$ cat src/hdl/nirtx_pkg.sv
package nirtx_pkg;

  typedef enum logic [1:0] {
    FUNC_TICK     = 2'd0,
    FUNC_SEND_AC  = 2'd1,
    FUNC_SEND_RAW = 2'd2,
    FUNC_NOP      = 2'd3
  } func_e;

  typedef enum logic [2:0] {
    PH_IDLE       = 3'd0,
    PH_LEAD_MARK  = 3'd1,
    PH_LEAD_SPACE = 3'd2,
    PH_BIT_MARK   = 3'd3,
    PH_BIT_SPACE  = 3'd4,
    PH_STOP_MARK  = 3'd5
  } phase_e;

  localparam int unsigned REG_IDX_W = 3;

  typedef enum logic [REG_IDX_W-1:0] {
    REG_ENABLED      = 3'd0,
    REG_LEADER_MARK  = 3'd1,
    REG_LEADER_SPACE = 3'd2,
    REG_BIT_MARK     = 3'd3,
    REG_ZERO_SPACE   = 3'd4,
    REG_ONE_SPACE    = 3'd5,
    REG_RSVD6        = 3'd6,
    REG_RSVD7        = 3'd7
  } reg_idx_e;

  localparam int unsigned ADDR_W = 5;
  localparam int unsigned DATA_W = 32;
  localparam int unsigned DUR_W  = 16;
  localparam int unsigned WORD_W = 32;
  localparam int unsigned CNT_IN_W = 6;

  localparam logic [DUR_W-1:0] RST_LEADER_MARK  = 16'd9000;
  localparam logic [DUR_W-1:0] RST_LEADER_SPACE = 16'd4500;
  localparam logic [DUR_W-1:0] RST_BIT_MARK     = 16'd560;
  localparam logic [DUR_W-1:0] RST_ZERO_SPACE   = 16'd560;
  localparam logic [DUR_W-1:0] RST_ONE_SPACE    = 16'd1690;

  typedef struct packed {
    logic             enabled;
    logic [DUR_W-1:0] leader_mark;
    logic [DUR_W-1:0] leader_space;
    logic [DUR_W-1:0] bit_mark;
    logic [DUR_W-1:0] zero_space;
    logic [DUR_W-1:0] one_space;
  } cfg_t;

  typedef struct packed {
    logic ir_gate;
    logic busy;
    logic frame_done;
    logic rejected;
  } res_t;

  // A zero length still lasts one tick.
  function automatic logic [DUR_W-1:0] len_of(logic [DUR_W-1:0] v);
    return (v == '0) ? DUR_W'(1) : v;
  endfunction

endpackage

$ cat src/hdl/nirtx_regs.sv
module nirtx_regs (
  input  logic                          clk_i,
  input  logic                          rst_ni,
  input  logic                          psel,
  input  logic                          penable,
  input  logic                          pwrite,
  input  logic [nirtx_pkg::ADDR_W-1:0]  paddr,
  input  logic [nirtx_pkg::DATA_W-1:0]  pwdata,
  output logic [nirtx_pkg::DATA_W-1:0]  prdata,
  output logic                          pready,
  output nirtx_pkg::cfg_t               cfg_o
);

  nirtx_pkg::cfg_t      cfg_q;
  nirtx_pkg::reg_idx_e  idx;
  logic                 wr_en;

  assign pready = 1'b1;
  assign idx    = nirtx_pkg::reg_idx_e'(paddr[nirtx_pkg::ADDR_W-1:2]);
  assign wr_en  = psel & penable & pwrite & pready;

  always_ff @(posedge clk_i or negedge rst_ni) begin
    if (!rst_ni) begin
      cfg_q.enabled      <= 1'b0;
      cfg_q.leader_mark  <= nirtx_pkg::RST_LEADER_MARK;
      cfg_q.leader_space <= nirtx_pkg::RST_LEADER_SPACE;
      cfg_q.bit_mark     <= nirtx_pkg::RST_BIT_MARK;
      cfg_q.zero_space   <= nirtx_pkg::RST_ZERO_SPACE;
      cfg_q.one_space    <= nirtx_pkg::RST_ONE_SPACE;
    end else if (wr_en) begin
      unique case (idx)
        nirtx_pkg::REG_ENABLED:      cfg_q.enabled      <= pwdata[0];
        nirtx_pkg::REG_LEADER_MARK:  cfg_q.leader_mark  <= pwdata[nirtx_pkg::DUR_W-1:0];
        nirtx_pkg::REG_LEADER_SPACE: cfg_q.leader_space <= pwdata[nirtx_pkg::DUR_W-1:0];
        nirtx_pkg::REG_BIT_MARK:     cfg_q.bit_mark     <= pwdata[nirtx_pkg::DUR_W-1:0];
        nirtx_pkg::REG_ZERO_SPACE:   cfg_q.zero_space   <= pwdata[nirtx_pkg::DUR_W-1:0];
        nirtx_pkg::REG_ONE_SPACE:    cfg_q.one_space    <= pwdata[nirtx_pkg::DUR_W-1:0];
        default: ;
      endcase
    end
  end

  always_comb begin
    prdata = '0;
    unique case (idx)
      nirtx_pkg::REG_ENABLED:      prdata = nirtx_pkg::DATA_W'(cfg_q.enabled);
      nirtx_pkg::REG_LEADER_MARK:  prdata = nirtx_pkg::DATA_W'(cfg_q.leader_mark);
      nirtx_pkg::REG_LEADER_SPACE: prdata = nirtx_pkg::DATA_W'(cfg_q.leader_space);
      nirtx_pkg::REG_BIT_MARK:     prdata = nirtx_pkg::DATA_W'(cfg_q.bit_mark);
      nirtx_pkg::REG_ZERO_SPACE:   prdata = nirtx_pkg::DATA_W'(cfg_q.zero_space);
      nirtx_pkg::REG_ONE_SPACE:    prdata = nirtx_pkg::DATA_W'(cfg_q.one_space);
      default:                     prdata = '0;
    endcase
  end

  assign cfg_o = cfg_q;

endmodule

$ cat src/hdl/nirtx_ctrl.sv
module nirtx_ctrl #(
  parameter int unsigned FRAME_BITS = 32
) (
  input  logic                            clk_i,
  input  logic                            rst_ni,
  input  logic                            advance_i,
  input  logic [1:0]                      func_i,
  input  logic [7:0]                      address_i,
  input  logic [7:0]                      command_i,
  input  logic [nirtx_pkg::WORD_W-1:0]    raw_word_i,
  input  logic [nirtx_pkg::CNT_IN_W-1:0]  bit_count_i,
  input  nirtx_pkg::cfg_t                 cfg_i,
  output nirtx_pkg::res_t                 res_o,
  output logic                            busy_o
);

  localparam int unsigned BL_W = $clog2(FRAME_BITS + 1);
  localparam int unsigned CMP_W = 7;
  localparam logic [BL_W-1:0]  FRAME_CNT = BL_W'(FRAME_BITS);
  localparam logic [CMP_W-1:0] FRAME_CMP = CMP_W'(FRAME_BITS);

  nirtx_pkg::phase_e                 phase_q, phase_d;
  logic [nirtx_pkg::DUR_W-1:0]       ticks_q, ticks_d, ticks_dec;
  logic [nirtx_pkg::WORD_W-1:0]      shift_q, shift_d, ac_word;
  logic [BL_W-1:0]                   bits_q, bits_d, bits_dec, raw_cnt;
  nirtx_pkg::func_e                  func;
  nirtx_pkg::res_t                   res;

  assign func      = nirtx_pkg::func_e'(func_i);
  assign ac_word   = {~command_i, command_i, ~address_i, address_i};
  assign raw_cnt   = ({1'b0, bit_count_i} > FRAME_CMP) ? FRAME_CNT : BL_W'(bit_count_i);
  assign ticks_dec = (ticks_q != '0) ? ticks_q - 1'b1 : ticks_q;
  assign bits_dec  = (bits_q != '0) ? bits_q - 1'b1 : bits_q;

  always_ff @(posedge clk_i or negedge rst_ni) begin
    if (!rst_ni) begin
      phase_q <= nirtx_pkg::PH_IDLE;
      ticks_q <= '0;
      shift_q <= '0;
      bits_q  <= '0;
    end else if (advance_i) begin
      phase_q <= phase_d;
      ticks_q <= ticks_d;
      shift_q <= shift_d;
      bits_q  <= bits_d;
    end
  end

  always_comb begin
    phase_d = phase_q;
    ticks_d = ticks_q;
    shift_d = shift_q;
    bits_d  = bits_q;
    res     = '0;
    unique case (func)
      nirtx_pkg::FUNC_SEND_AC, nirtx_pkg::FUNC_SEND_RAW: begin
        if (phase_q != nirtx_pkg::PH_IDLE || !cfg_i.enabled) begin
          res.rejected = 1'b1;
        end else begin
          phase_d = nirtx_pkg::PH_LEAD_MARK;
          ticks_d = nirtx_pkg::len_of(cfg_i.leader_mark);
          if (func == nirtx_pkg::FUNC_SEND_AC) begin
            shift_d = ac_word;
            bits_d  = FRAME_CNT;
          end else begin
            shift_d = raw_word_i;
            bits_d  = raw_cnt;
          end
        end
      end
      nirtx_pkg::FUNC_TICK: begin
        if (phase_q != nirtx_pkg::PH_IDLE) begin
          res.ir_gate = (phase_q == nirtx_pkg::PH_LEAD_MARK) ||
                        (phase_q == nirtx_pkg::PH_BIT_MARK) ||
                        (phase_q == nirtx_pkg::PH_STOP_MARK);
          ticks_d = ticks_dec;
          if (ticks_dec == '0) begin
            unique case (phase_q)
              nirtx_pkg::PH_LEAD_MARK: begin
                phase_d = nirtx_pkg::PH_LEAD_SPACE;
                ticks_d = nirtx_pkg::len_of(cfg_i.leader_space);
              end
              nirtx_pkg::PH_LEAD_SPACE: begin
                phase_d = (bits_q != '0) ? nirtx_pkg::PH_BIT_MARK : nirtx_pkg::PH_STOP_MARK;
                ticks_d = nirtx_pkg::len_of(cfg_i.bit_mark);
              end
              nirtx_pkg::PH_BIT_MARK: begin
                phase_d = nirtx_pkg::PH_BIT_SPACE;
                ticks_d = nirtx_pkg::len_of(shift_q[0] ? cfg_i.one_space : cfg_i.zero_space);
              end
              nirtx_pkg::PH_BIT_SPACE: begin
                // drop the sent bit and move to the next mark or the stop mark
                shift_d = shift_q >> 1;
                bits_d  = bits_dec;
                phase_d = (bits_dec != '0) ? nirtx_pkg::PH_BIT_MARK : nirtx_pkg::PH_STOP_MARK;
                ticks_d = nirtx_pkg::len_of(cfg_i.bit_mark);
              end
              default: begin
                phase_d = nirtx_pkg::PH_IDLE;
                ticks_d = '0;
                res.frame_done = 1'b1;
              end
            endcase
          end
        end
      end
      default: ;
    endcase
    res.busy = (phase_d != nirtx_pkg::PH_IDLE);
  end

  assign res_o  = res;
  assign busy_o = (phase_q != nirtx_pkg::PH_IDLE);

endmodule

$ cat src/hdl/nec_ir_frame_transmitter.sv
// NEC infrared transmit envelope generator. Each transaction on the input channel is either
// one microsecond tick, a send of address and command (sent as address, ~address, command,
// ~command, LSB first) or a send of a raw word with a bit count. Every input transaction
// yields exactly one result: the carrier gate level for that tick, whether a frame is still
// running, whether this tick ended the stop mark, and whether a send was refused because a
// frame was in progress or the transmitter is disabled. One item is accepted per cycle while
// no result is left waiting: the frame state and the result register both update at the
// accepting edge, and the result is offered in the cycle after. A new item is taken whenever the
// result register is empty or its result is taken in the same cycle; a result left waiting
// holds off the input. Durations are loaded from the APB registers when each phase begins.
module nec_ir_frame_transmitter #(
  parameter int unsigned FRAME_BITS = 32
) (
  input  logic                            clk_i,
  input  logic                            rst_ni,
  input  logic                            in_valid_i,
  output logic                            in_ready_o,
  input  logic [1:0]                      func_i,
  input  logic [7:0]                      address_i,
  input  logic [7:0]                      command_i,
  input  logic [nirtx_pkg::WORD_W-1:0]    raw_word_i,
  input  logic [nirtx_pkg::CNT_IN_W-1:0]  bit_count_i,
  output logic                            out_valid_o,
  input  logic                            out_ready_i,
  output logic                            ir_gate_o,
  output logic                            busy_res_o,
  output logic                            frame_done_o,
  output logic                            rejected_o,
  input  logic                            psel,
  input  logic                            penable,
  input  logic                            pwrite,
  input  logic [nirtx_pkg::ADDR_W-1:0]    paddr,
  input  logic [nirtx_pkg::DATA_W-1:0]    pwdata,
  output logic [nirtx_pkg::DATA_W-1:0]    prdata,
  output logic                            pready
);

  nirtx_pkg::cfg_t cfg;
  nirtx_pkg::res_t res, res_q;
  logic            advance;
  logic            out_valid_q;
  logic            busy;

  assign in_ready_o = !out_valid_q || out_ready_i;
  assign advance    = in_valid_i && in_ready_o;

  nirtx_regs u_regs (
    .clk_i   (clk_i),
    .rst_ni  (rst_ni),
    .psel    (psel),
    .penable (penable),
    .pwrite  (pwrite),
    .paddr   (paddr),
    .pwdata  (pwdata),
    .prdata  (prdata),
    .pready  (pready),
    .cfg_o   (cfg)
  );

  nirtx_ctrl #(
    .FRAME_BITS (FRAME_BITS)
  ) u_ctrl (
    .clk_i       (clk_i),
    .rst_ni      (rst_ni),
    .advance_i   (advance),
    .func_i      (func_i),
    .address_i   (address_i),
    .command_i   (command_i),
    .raw_word_i  (raw_word_i),
    .bit_count_i (bit_count_i),
    .cfg_i       (cfg),
    .res_o       (res),
    .busy_o      (busy)
  );

  always_ff @(posedge clk_i or negedge rst_ni) begin
    if (!rst_ni) begin
      out_valid_q <= 1'b0;
    end else begin
      out_valid_q <= advance || (out_valid_q && !out_ready_i);
    end
  end

  // hold the result until the output transaction completes
  always_ff @(posedge clk_i) begin
    if (advance) begin
      res_q <= res;
    end
  end

  assign out_valid_o  = out_valid_q;
  assign ir_gate_o    = res_q.ir_gate;
  assign busy_res_o   = res_q.busy;
  assign frame_done_o = res_q.frame_done;
  assign rejected_o   = res_q.rejected;

`ifndef SYNTHESIS
  a_done_not_busy: assert property (@(posedge clk_i) disable iff (!rst_ni)
    out_valid_o && frame_done_o |-> !busy_res_o)
    else $error("frame_done reported while still busy");

  a_busy_matches_state: assert property (@(posedge clk_i) disable iff (!rst_ni)
    advance |=> busy_res_o == busy)
    else $error("busy result disagrees with frame state");

  a_reject_keeps_frame: assert property (@(posedge clk_i) disable iff (!rst_ni)
    advance && busy && (func_i == nirtx_pkg::FUNC_SEND_AC || func_i == nirtx_pkg::FUNC_SEND_RAW)
    |=> rejected_o && busy)
    else $error("send during a frame not rejected or frame lost");
`endif

endmodule

$ cat config.mk
export PLATFORM = sky130hd
export DESIGN_NAME = nec_ir_frame_transmitter
export DESIGN_NICKNAME = d
export VERILOG_FILES = /design/src/hdl/nirtx_pkg.sv /design/src/hdl/nirtx_regs.sv /design/src/hdl/nirtx_ctrl.sv /design/src/hdl/nec_ir_frame_transmitter.sv
export SDC_FILE = /design/constraint.sdc
export NUM_CORES = 1
export LEC_CHECK = 0
export ABC_AREA = 1
export BUFFER_PORTS_ARGS = -buffer_cell sky130_fd_sc_hd__buf_2
export CORE_UTILIZATION = 62
export CTS_CLUSTER_DIAMETER = 80
export DETAILED_ROUTE_END_ITERATION = 7
export PLACE_DENSITY = 0.87
export SETUP_SLACK_MARGIN = 0.2
export SYNTH_ARGS = -nofsm -noshare
export SYNTH_HDL_FRONTEND = slang
export SYNTH_SLANG_ARGS = --single-unit
$ cat constraint.sdc
create_clock -name clk_i -period 4.3 [get_ports clk_i]
set_clock_uncertainty 0.05 [all_clocks]
set_input_delay 0.215 -clock clk_i [delete_from_list [all_inputs] [get_ports clk_i]]
set_output_delay 0.215 -clock clk_i [all_outputs]
set_load 0.05 [all_outputs]
==> flow_summary.toml, run 1 <==
[status]
status = "finished clean"

[pwr]
power.density_nw_per_um2 = 515
p_leak_nw = 4.87
p_total_mw = 5.02
ir_drop_mv = 0.362

[job]
cap_viol_max_count = 0

[layout]
drive_gt1_share_pct = 14.9
areaGrowthSynthToFinish_pct = 15.9
fillers = 990
nets = 1371

[synth]
yosys_register_bits = 143
ys_seq_area_share_pct = 43.1
syn_area_per_cell_sq_um = 7.21
synth_area_leaders = "dfrtp_1 (35%), nand2_1 (17%), o21ai_0 (8.3%)"
synthArstFlopShare_pct = 97.2
synth_edf_count = 4
netlist_instances = 1166
syn_area_sq_um = 8410
synth_most_common_cell = "nand2_1"
synth_top_area_share_pct = 34.8
synth_top_cell_by_area = "dfrtp_1"
synth_common_cells = "nand2_1 (379), o21ai_0 (139), inv_1 (126)"
ys_warn_count = 0
ys_dominant_reg_cell = "dfrtp_1"
synth_cell_type_count = 44

[global_route]
grt_usage_pct = 34.7
grt_pass1_wl_um = 38300
grt_overflow = 0
grt_pass1_vias = 7724
antenna_found_initial = 2
grt_max_degree = 100

[floorplan]
initial_core_util_pct = 63.5
die-height_um = 118
io_pins = 139
core_sq_um = 13200
die_area_sq_um = 14000
num_rows = 42
die_w_um = 118

[clock_tree]
cts_buffers = 17
post_cts_buffers = 0
path_clk_slew_ns = 0.06
cts_resized = 0
cts_tree = "yes"
htreeDepth = 4
ctsRootBufferMaster = "clkbuf_16"
insertion_delay_ns = 0.43
cts_buffer_depth = 2
cts_sinks = 143

[sta]
rsz0062_at_grt = "false"
max_slew_margin_pct = 33.3
fmax_ghz = 0.340
final.setup.tns_ns = 0
worstMarginPinSlew_ns = 0.998
final-hold-violation-count = 0
setup_violations = 0
slew_violations = 0
fin_crit_ns = 2.94
min_period_over_period_pct = 68.5

[worst_hold_path]
min_path_type = "input pin to flip-flop"

[worst_setup_path]
cp_num_buf_inv = 2
critPathArrivalTime_ns = 3.18
cp.required_ns = 4.53
worstSetupEndpointType = "flip-flop"
critPathKind = "flip-flop to flip-flop"
path_delay_family = "simple AND/OR/NAND/NOR gates"
crit_chain = "inv_2 > ha_1 > nand2_4 > nor2_4 > nand3_4 > nand2_1 > nand2_1 > nor2_1 > nand3_1 > nand2_1 > nand2_2 > buf_4 > nor2_1 > a21oi_2"
cp_max_fo = 76
crit_top_cell = "nand2_1"
cpPeakStageDelay_ns = 0.38
cp-start-kind = "flip-flop"
cp_slowest_cell = "dfrtp_1"

[route]
drcViolationCount = 0
dr.pass1.iters = 6
vias_per_cell = 5.85
dr.first_iter.drc_count = 1034
via_count = 8516
antenna_left = 0
routed_wl_um = 23400
wl_per_cell_um = 16.1

[placement]
io_buffer_count = 103
gp_congestion = 0.978
hpwlAfterDp_um = 15800
==> timing repair <==
action                     CTS  global route
setup endpoints to repair    0             0
hold buffers                18             0
hold endpoints to repair   103             0
==> registers in the layout, summed over array words and instances (netlist names) <==
signal,flops
out_valid_o,1
ir_gate_o,1
u_ctrl.ticks_q,16
u_ctrl.bits_q,6
u_ctrl.phase_q,3
rejected_o,1
u_ctrl.shift_q,32
busy_res_o,1
u_regs.cfg_o,81
frame_done_o,1
==> placed cells by master, fill, tap and decap left out, types with 11 or more instances in the layout <==
cell type      count
nand2_1          379
o21ai_0          139
dlygate4sd3_1     18
dfstp_2           22
a221oi_1          17
nand3_1           38
inv_1            126
a21oi_1           50
buf_2            102
nor4_1            12
o221ai_1          18
clkbuf_16         17
conb_1            17
nor2_1            61
dfrtp_1          117
o22ai_1           16
o21ai_1           34
buf_4             11
==> cells by family (layout without fill, tap and decap cells) <==
group / after synthesis / in the layout / share of synthesized area, %
adders and majority gates: 6 / 6 / 0.893
and+or+nand+nor: 519 / 519 / 25.3
AOI/OAI and AO/OA: 297 / 297 / 20.4
DFF: 143 / 143 / 43.1
buffers and inverters: 198 / 295 / 10.2
xor gates and xnor gates: 1 / 1 / 0.104
other: 2 / 18 / 0.0893
==> path summary, 6_finish.rpt <==
kind / depth (start not counted) / startpoint / slack [ns] / endpoint
setup / recovery: 14 / u_ctrl.ticks_q[0] / 1.36 / u_ctrl.bits_q[0]
hold / removal: 4 / out_ready_i / 0.02 / out_valid_o
setup reg to reg: 14 / u_ctrl.ticks_q[0] / 1.36 / u_ctrl.bits_q[0]
hold reg to reg: 2 / u_regs.cfg_o[23] / 0.44 / u_regs.cfg_o[23]
max in group asynchronous: 3 / rst_ni / 2.71 / u_regs.cfg_o[67]
min in group asynchronous: 2 / rst_ni / 0.39 / u_ctrl.ticks_q[10]
==> cell type report <==
cell class / instances / area [sq um] / share of cell area, %
sequential: 143 / 3630 / 37.2
clock inverter: 11 / 189 / 1.94
multi-input combinational: 840 / 3990 / 40.9
inverter: 131 / 492 / 5.05
clock buffer: 21 / 440 / 4.52
timing repair buffer: 132 / 785 / 8.05
tap: 176 / 220 / 2.26
antenna: 1 / 2.50 / 0.0257
==> where the power goes <==
group / leakage, nW / switching, mW / internal, mW
sequential: 1.73 / 0.293 / 1.71
clock: 0.310 / 0.567 / 1.03
combinational: 2.83 / 0.939 / 0.475
==> metal layers <==
layer	share of wire [%]	global-route usage [%]
met1	41	47.5
met3	9.6	8.25
met5	0	0
met2	46	53.5
met4	3.3	13.8
==> stage by stage <==
step                setup WS [ns]  hold WS, ns  area, sq um  utilization (%)  instances
finish                       1.36       0.0190         9740             73.6       1455
global route                 1.15       0.0239         9740             73.6       1455
CTS                          1.41       0.0153         9740             73.5       1454
detailed placement           1.43        0.328         8930             67.4       1404
global placement             1.52        0.334         8930             67.4       1404
floorplan                    1.82       -0.131         8460                -       1181
==> tightest hold or removal path, delay by kind of cell <==
family	cells	cell delay [ns]
buffers and inverters	2	0.11
and+or+nand+nor	2	0.13
(Power assumes the default switching activity.)
==> inputs of run 2 (changes only) <==
- CORE_UTILIZATION: 62 -> 57
- PLACE_DENSITY: 0.87 -> 0.81
- clock period: 4.3 -> 3.1 ns (I/O delays scaled with it)
==> run 2 against run 1 <==
Compared with the run above:
- the run now ends with hold timing left
- cell area up 2.7%
- first-iteration DRC count decreased by 10%
- global-route usage is 2.6 points lower
- fmax grew 10%
- sequential power rose by 38%
- flip-flop and latch count unchanged
- critical path depth down 1
- die area rose by 8.6%
- count of clock-buffer cells in the layout decreased by 1
- cell count up 2.3%
- non-clock buffer count rose by 26
- critical endpoint is now u_ctrl.shift_q[10]
- largest cell class unchanged
- largest power group unchanged
==> flow_summary.toml, run 2 (synthesized netlist as in run 1, its figures left out) <==
[status]
status = "complete, but fails checks"
violations = "hold timing"

[sta]
min_period_over_period_pct = 86.2
rsz0062_at_grt = "false"
fin_crit_ns = 2.67
setup_violations = 0
slew_violations = 0
max_slew_margin_pct = 40.6
hold_ws_ns = -0.000390
final-hold-violation-count = 1
worstMarginPinSlew_ns = 0.889
fin_ws_ns = 0.429
final.setup.tns_ns = 0
fmax_ghz = 0.374

[clock_tree]
post_cts_buffers = 0
cts_tree = "yes"
cts_buffer_depth = 2
insertion_delay_ns = 0.42
path_clk_slew_ns = 0.06
ctsRootBufferMaster = "clkbuf_16"
cts_buffers = 17
htreeDepth = 4
cts_sinks = 143

[layout]
largest_reg_flops = 81
drive_gt1_share_pct = 15.3
nets = 1397
final_common_cell = "nand2_1"
antennaDiodeCount = 0
final_cell_mix = "nand2_1 (379), o21ai_0 (139), inv_1 (126)"
areaGrowthSynthToFinish_pct = 19.0

[route]
antenna_left = 0
routed_wl_um = 23500
wl_per_cell_um = 15.8
via_count = 8507
drcViolationCount = 0
vias_per_cell = 5.72
dr.first_iter.drc_count = 931
dr.pass1.iters = 5

[worst_setup_path]
cp-start-kind = "flip-flop"
critPathKind = "flip-flop to flip-flop"
critPathArrivalTime_ns = 2.94
worstSetupEndpointType = "flip-flop"
r2r-start = "u_ctrl.ticks_q[0]"
cp.required_ns = 3.37
cp_max_fo = 64
setup.worst_path.start = "u_ctrl.ticks_q[0]"

[worst_hold_path]
hp-start = "command_i[1]"
min_path_type = "input pin to flip-flop"

[placement]
io_buffer_count = 103
place_worst_setup_slack_ns = 0.367
hpwlAfterDp_um = 16200
gp_congestion = 0.975

[pwr]
p_leak_nw = 4.98
power.density_nw_per_um2 = 695
ir_drop_mv = 0.531

[global_route]
grt_pass1_wl_um = 37600
grt_max_degree = 77
grt_usage_pct = 32.1
grt_pass1_vias = 7659
antenna_found_initial = 0
grt_overflow = 0

[floorplan]
die_w_um = 123
io_pins = 139
core_sq_um = 14500
die-height_um = 123
die_area_sq_um = 15200
num_rows = 44
initial_core_util_pct = 58.1

[job]
cap_viol_max_count = 0
run 2: cell type report:
cell class | count | area, sq um
clock inverters | 12 | 181
flip-flops and latches | 143 | 3630
fillers | 1174 | 4470
clock buffers | 20 | 437
well taps | 184 | 230
multi-input cells | 840 | 4000
repair buffers | 158 | 1040
inverters | 131 | 492
run 2: report_power, final:
part	switching (mW)	internal (mW)	total, mW	leakage, nW
combinational	1.31	0.687	1.99	2.95
sequential	0.407	2.38	2.78	1.73
clock	0.822	1.35	2.18	0.299
run 2: what timing repair did:
item                       in CTS  in global routing
hold buffers                   38                  0
setup endpoints to repair       0                 34
resized for setup               0                  3
hold endpoints to repair       89                  0
run 2: worst paths after layout:
| kind | cells after the start | to | slack [ns] |
|---|---|---|---|
| min reg2reg | 2 | u_ctrl.shift_q[4] | 0.44 |
| min | 4 | u_ctrl.shift_q[25] | -0.0004 |
| max in group asynchronous | 3 | u_regs.cfg_o[60] | 1.89 |
| max | 13 | u_ctrl.shift_q[10] | 0.43 |
| max reg2reg | 13 | u_ctrl.shift_q[10] | 0.43 |
| min in group asynchronous | 2 | u_ctrl.ticks_q[10] | 0.28 |
run 2: per-stage QoR:
step	hold slack [ns]	cells	utilization (%)	instance area [sq um]	power [mW]
finish	-0.000390	1488	69.1	10000	6.95
global route	0.0243	1488	69.1	10000	7.34
CTS	0.000717	1488	69.0	10000	6.91
detailed placement	0.172	1418	62.1	9000	4.68
global placement	0.172	1418	62.1	9000	4.61
floorplan	-0.191	1181	-	8460	4.13
run 2: worst max-delay path, stage by stage (launching register included):
cell,delay (ns)
dfrtp_1,0.39
inv_2,0.10
ha_2,0.27
nand2_4,0.11
nor2_4,0.14
nand3_4,0.17
nand2_1,0.17
nand2_1,0.07
nor2_1,0.19
nand3_1,0.16
nand2_1,0.13
nand2_4,0.14
buf_12,0.23
o21ai_1,0.23
run 2: metal layers:
metal / vias up / wire length [um] / global-route usage [%]
met2: 423 / 10900 / 49.7
met3: 57 / 1960 / 6.55
met1: 3974 / 10100 / 45.2
li1: 4053 / - / -
met5: - / 0 / 0
met4: 0 / 562 / 10.3
==> inputs of run 3 (changes only) <==
- CORE_UTILIZATION: 57 -> 58
- PLACE_DENSITY: 0.81 -> default
- PLACE_DENSITY_LB_ADDON: default -> 0.3
- SYNTH_HIERARCHICAL: default -> 1
==> run 3 against run 2 <==
Compared with the run above:
- synthesized cell count rose by 9.9%
- combinational power increased by 18%
- synthesized area rose by 9.1%
- global-route usage increased by 0.11 points
- core utilization shrank 0.61 points
- power rose by 5.3%
- the flow now finishes without violations
- first-iteration DRC count up 5.8%
- critical path type unchanged
- cell count grew 7.9%
- sequential power grew 6%
- cell area increased by 4.8%
- sequential share of layout area decreased by 1.7 points
- largest power group unchanged
==> flow_summary.toml, run 3 <==
[route]
drcViolationCount = 0
routed_wl_um = 24800
dr.pass1.iters = 6
wl_per_cell_um = 15.5
antenna_left = 0
dr.first_iter.drc_count = 985
vias_per_cell = 5.67
via_count = 9099

[pwr]
sw_frac_of_total_pct = 38.4
ir_drop_mv = 0.582
p_total_mw = 7.32
p_leak_nw = 5.25
intPower_mw = 4.51
power.density_nw_per_um2 = 698
comb_power_share_pct = 32.1
switching_power_mw = 2.81
seqPwrFrac_pct = 40.4
p_clk_share_pct = 27.5

[floorplan]
die_area_sq_um = 16300
die-height_um = 128
num_rows = 45
initial_core_util_pct = 59.9
io_pins = 139
core_sq_um = 15300
die_w_um = 128

[synth]
yosys_register_bits = 143
ys_warn_count = 6
synth_cell_type_count = 46
synth_top_cell_by_area = "dfrtp_1"
synth_common_cells = "nand2_1 (408), o21ai_0 (132), nor2_1 (129)"
ys_dominant_reg_cell = "dfrtp_1"
synth_top_area_share_pct = 31.9
netlist_instances = 1282
synth_area_leaders = "dfrtp_1 (32%), nand2_1 (17%), o21ai_0 (7.2%)"
synth_most_common_cell = "nand2_1"
ys_seq_area_share_pct = 39.5
synth_edf_count = 4
syn_area_sq_um = 9170
synthArstFlopShare_pct = 97.2
syn_area_per_cell_sq_um = 7.15

[clock_tree]
cts_sinks = 143
insertion_delay_ns = 0.43
ctsRootBufferMaster = "clkbuf_16"
cts_buffers = 17
cts_buffer_depth = 2
post_cts_buffers = 0
path_clk_slew_ns = 0.06
cts_tree = "yes"
htreeDepth = 4

[worst_hold_path]
min_path_cells = 5
min_path_type = "input pin to flip-flop"

[worst_setup_path]
cp_slowest_cell = "dfrtp_1"
cp_num_buf_inv = 2
crit_chain = "inv_1 > ha_2 > nand2_2 > nor2_4 > nand2_2 > o21ai_0 > nand3_1 > nor2_2 > nand3_4 > nand2_2 > o21ai_4 > buf_4 > o21ai_0 > nand2_1"
cp_max_fo = 31
crit_top_cell = "nand2_2"
cpPeakStageDelay_ns = 0.38
cp.depth = 14
cp-start-kind = "flip-flop"
path_delay_family = "simple AND/OR/NAND/NOR gates"
critPathArrivalTime_ns = 2.94
critPathKind = "flip-flop to flip-flop"
reg2reg_depth = 14
worstSetupEndpointType = "flip-flop"
cp.required_ns = 3.36

[placement]
place_worst_setup_slack_ns = 0.426
dp_cells = 1547
hpwlAfterDp_um = 17200
io_buffer_count = 103
gp_congestion = 0.972

[sta]
max_slew_margin_pct = 46.1
rsz0062_at_grt = "false"
fmax_ghz = 0.373
setup_violations = 0
fin_crit_ns = 2.68
final.setup.tns_ns = 0
min_period_over_period_pct = 86.5
worstMarginPinSlew_ns = 0.808
slew_violations = 0
fin_ws_ns = 0.417
final-hold-violation-count = 0

[layout]
largest_reg_flops = 81
final_cell_mix = "nand2_1 (408), o21ai_0 (132), nor2_1 (129)"
drive_gt1_share_pct = 17.2
final_common_cell = "nand2_1"
nets = 1488
antennaDiodeCount = 0
fillers = 1313
areaGrowthSynthToFinish_pct = 14.4
finalNonFillerCells = 1606

[global_route]
grt_overflow = 0
antenna_found_initial = 0
grt_usage_pct = 32.2
grt_pass1_vias = 8418
grt_max_degree = 79
grt_pass1_wl_um = 41500

[job]
cap_viol_max_count = 0

[status]
status = "finished clean"
[run 3: changes by cell type after synthesis, sizes merged, moves of 6 or more]
cell,change
o221ai,-18
inv,-10
nor2,+75
o22ai,-16
or2,+8
o21ai,-14
buf,+15
o221a,+15
nand2,+33
nand4,+17
a21oi,-17
nand3,+42
mux2i,+6
[run 3: final cells by class]
class	count	area, sq um	area share [%]
clock inverter	8	105	1.00
multi-input combinational	958	4650	44.4
tap	211	264	2.52
timing repair buffer	143	915	8.72
inverter	119	455	4.34
clock buffer	24	472	4.50
sequential	143	3630	34.6
[run 3: power by group through the flow]
stage                     sequential [mW]  clock, mW  combinational [mW]
final                                2.96       2.02                2.35
after detailed placement             2.97          0                2.26
after global routing                 3.04       2.11                2.66
after CTS                            2.94       2.03                2.31
after global placement               2.95          0                2.19
after floorplan                      2.81          0                1.80
[run 3: tightest hold or removal path, cell delays in order]
cell	delay, ns
buf_2	0.08
nand2_1	0.04
nand3_1	0.07
nand2_1	0.05
nand2_1	0.05
[run 3: worst paths after layout]
path	from	to	slack, ns
worst max register to register	u_ctrl/ticks_q[0]	u_ctrl/shift_q[10]	0.42
min in group asynchronous	rst_ni	u_regs/cfg_o[19]	0.30
max in group asynchronous	rst_ni	u_regs/cfg_o[52]	1.89
worst max-delay path	u_ctrl/ticks_q[0]	u_ctrl/shift_q[10]	0.42
worst min-delay path	raw_word_i[16]	u_ctrl/shift_q[16]	0.005
worst min register to register	u_ctrl/shift_q[4]	u_ctrl/shift_q[4]	0.43
[run 3: cell families (layout without fill, tap and decap cells)]
family | count (synthesis) | after routing | share of synthesized area [%]
compound gates | 236 | 236 | 15.4
fa+ha+maj | 6 | 6 | 0.819
xor+xnor | 2 | 2 | 0.191
buf+inv | 196 | 294 | 10.3
other cells | 2 | 17 | 0.0819
mux | 6 | 6 | 0.655
flops | 143 | 143 | 39.5
simple gates | 691 | 691 | 32.9
[run 3: metrics by stage]
| stage | hold WS, ns | util [%] | instance area (sq um) |
|---|---|---|---|
| 2_1_floorplan | -0.191 | - | 9230 |
| 3_3_place_gp | 0.195 | 62.9 | 9640 |
| 3_5_place_dp | 0.194 | 62.9 | 9640 |
| 4_1_cts | 0.000607 | 68.5 | 10500 |
| 5_1_grt | 0.0125 | 68.5 | 10500 |
| 6_report | 0.00515 | 68.5 | 10500 |
[run 3: layer usage]
| metal | routed length, um | vias up | share of wire, % | GRT usage (%) |
|---|---|---|---|---|
| met5 | 0 | - | 0 | 0 |
| met3 | 2470 | 51 | 9.9 | 7.51 |
| li1 | - | 4364 | - | - |
| met2 | 11300 | 491 | 45 | 48.8 |
| met4 | 565 | 0 | 2.3 | 11.8 |
| met1 | 10500 | 4193 | 42 | 45.2 |
[run 3: timing repair]
| action | CTS | global route |
|---|---|---|
| hold endpoints to repair | 133 | 0 |
| gates resized for setup | 0 | 1 |
| setup endpoints to repair | 0 | 12 |
| hold buffers | 27 | 0 |
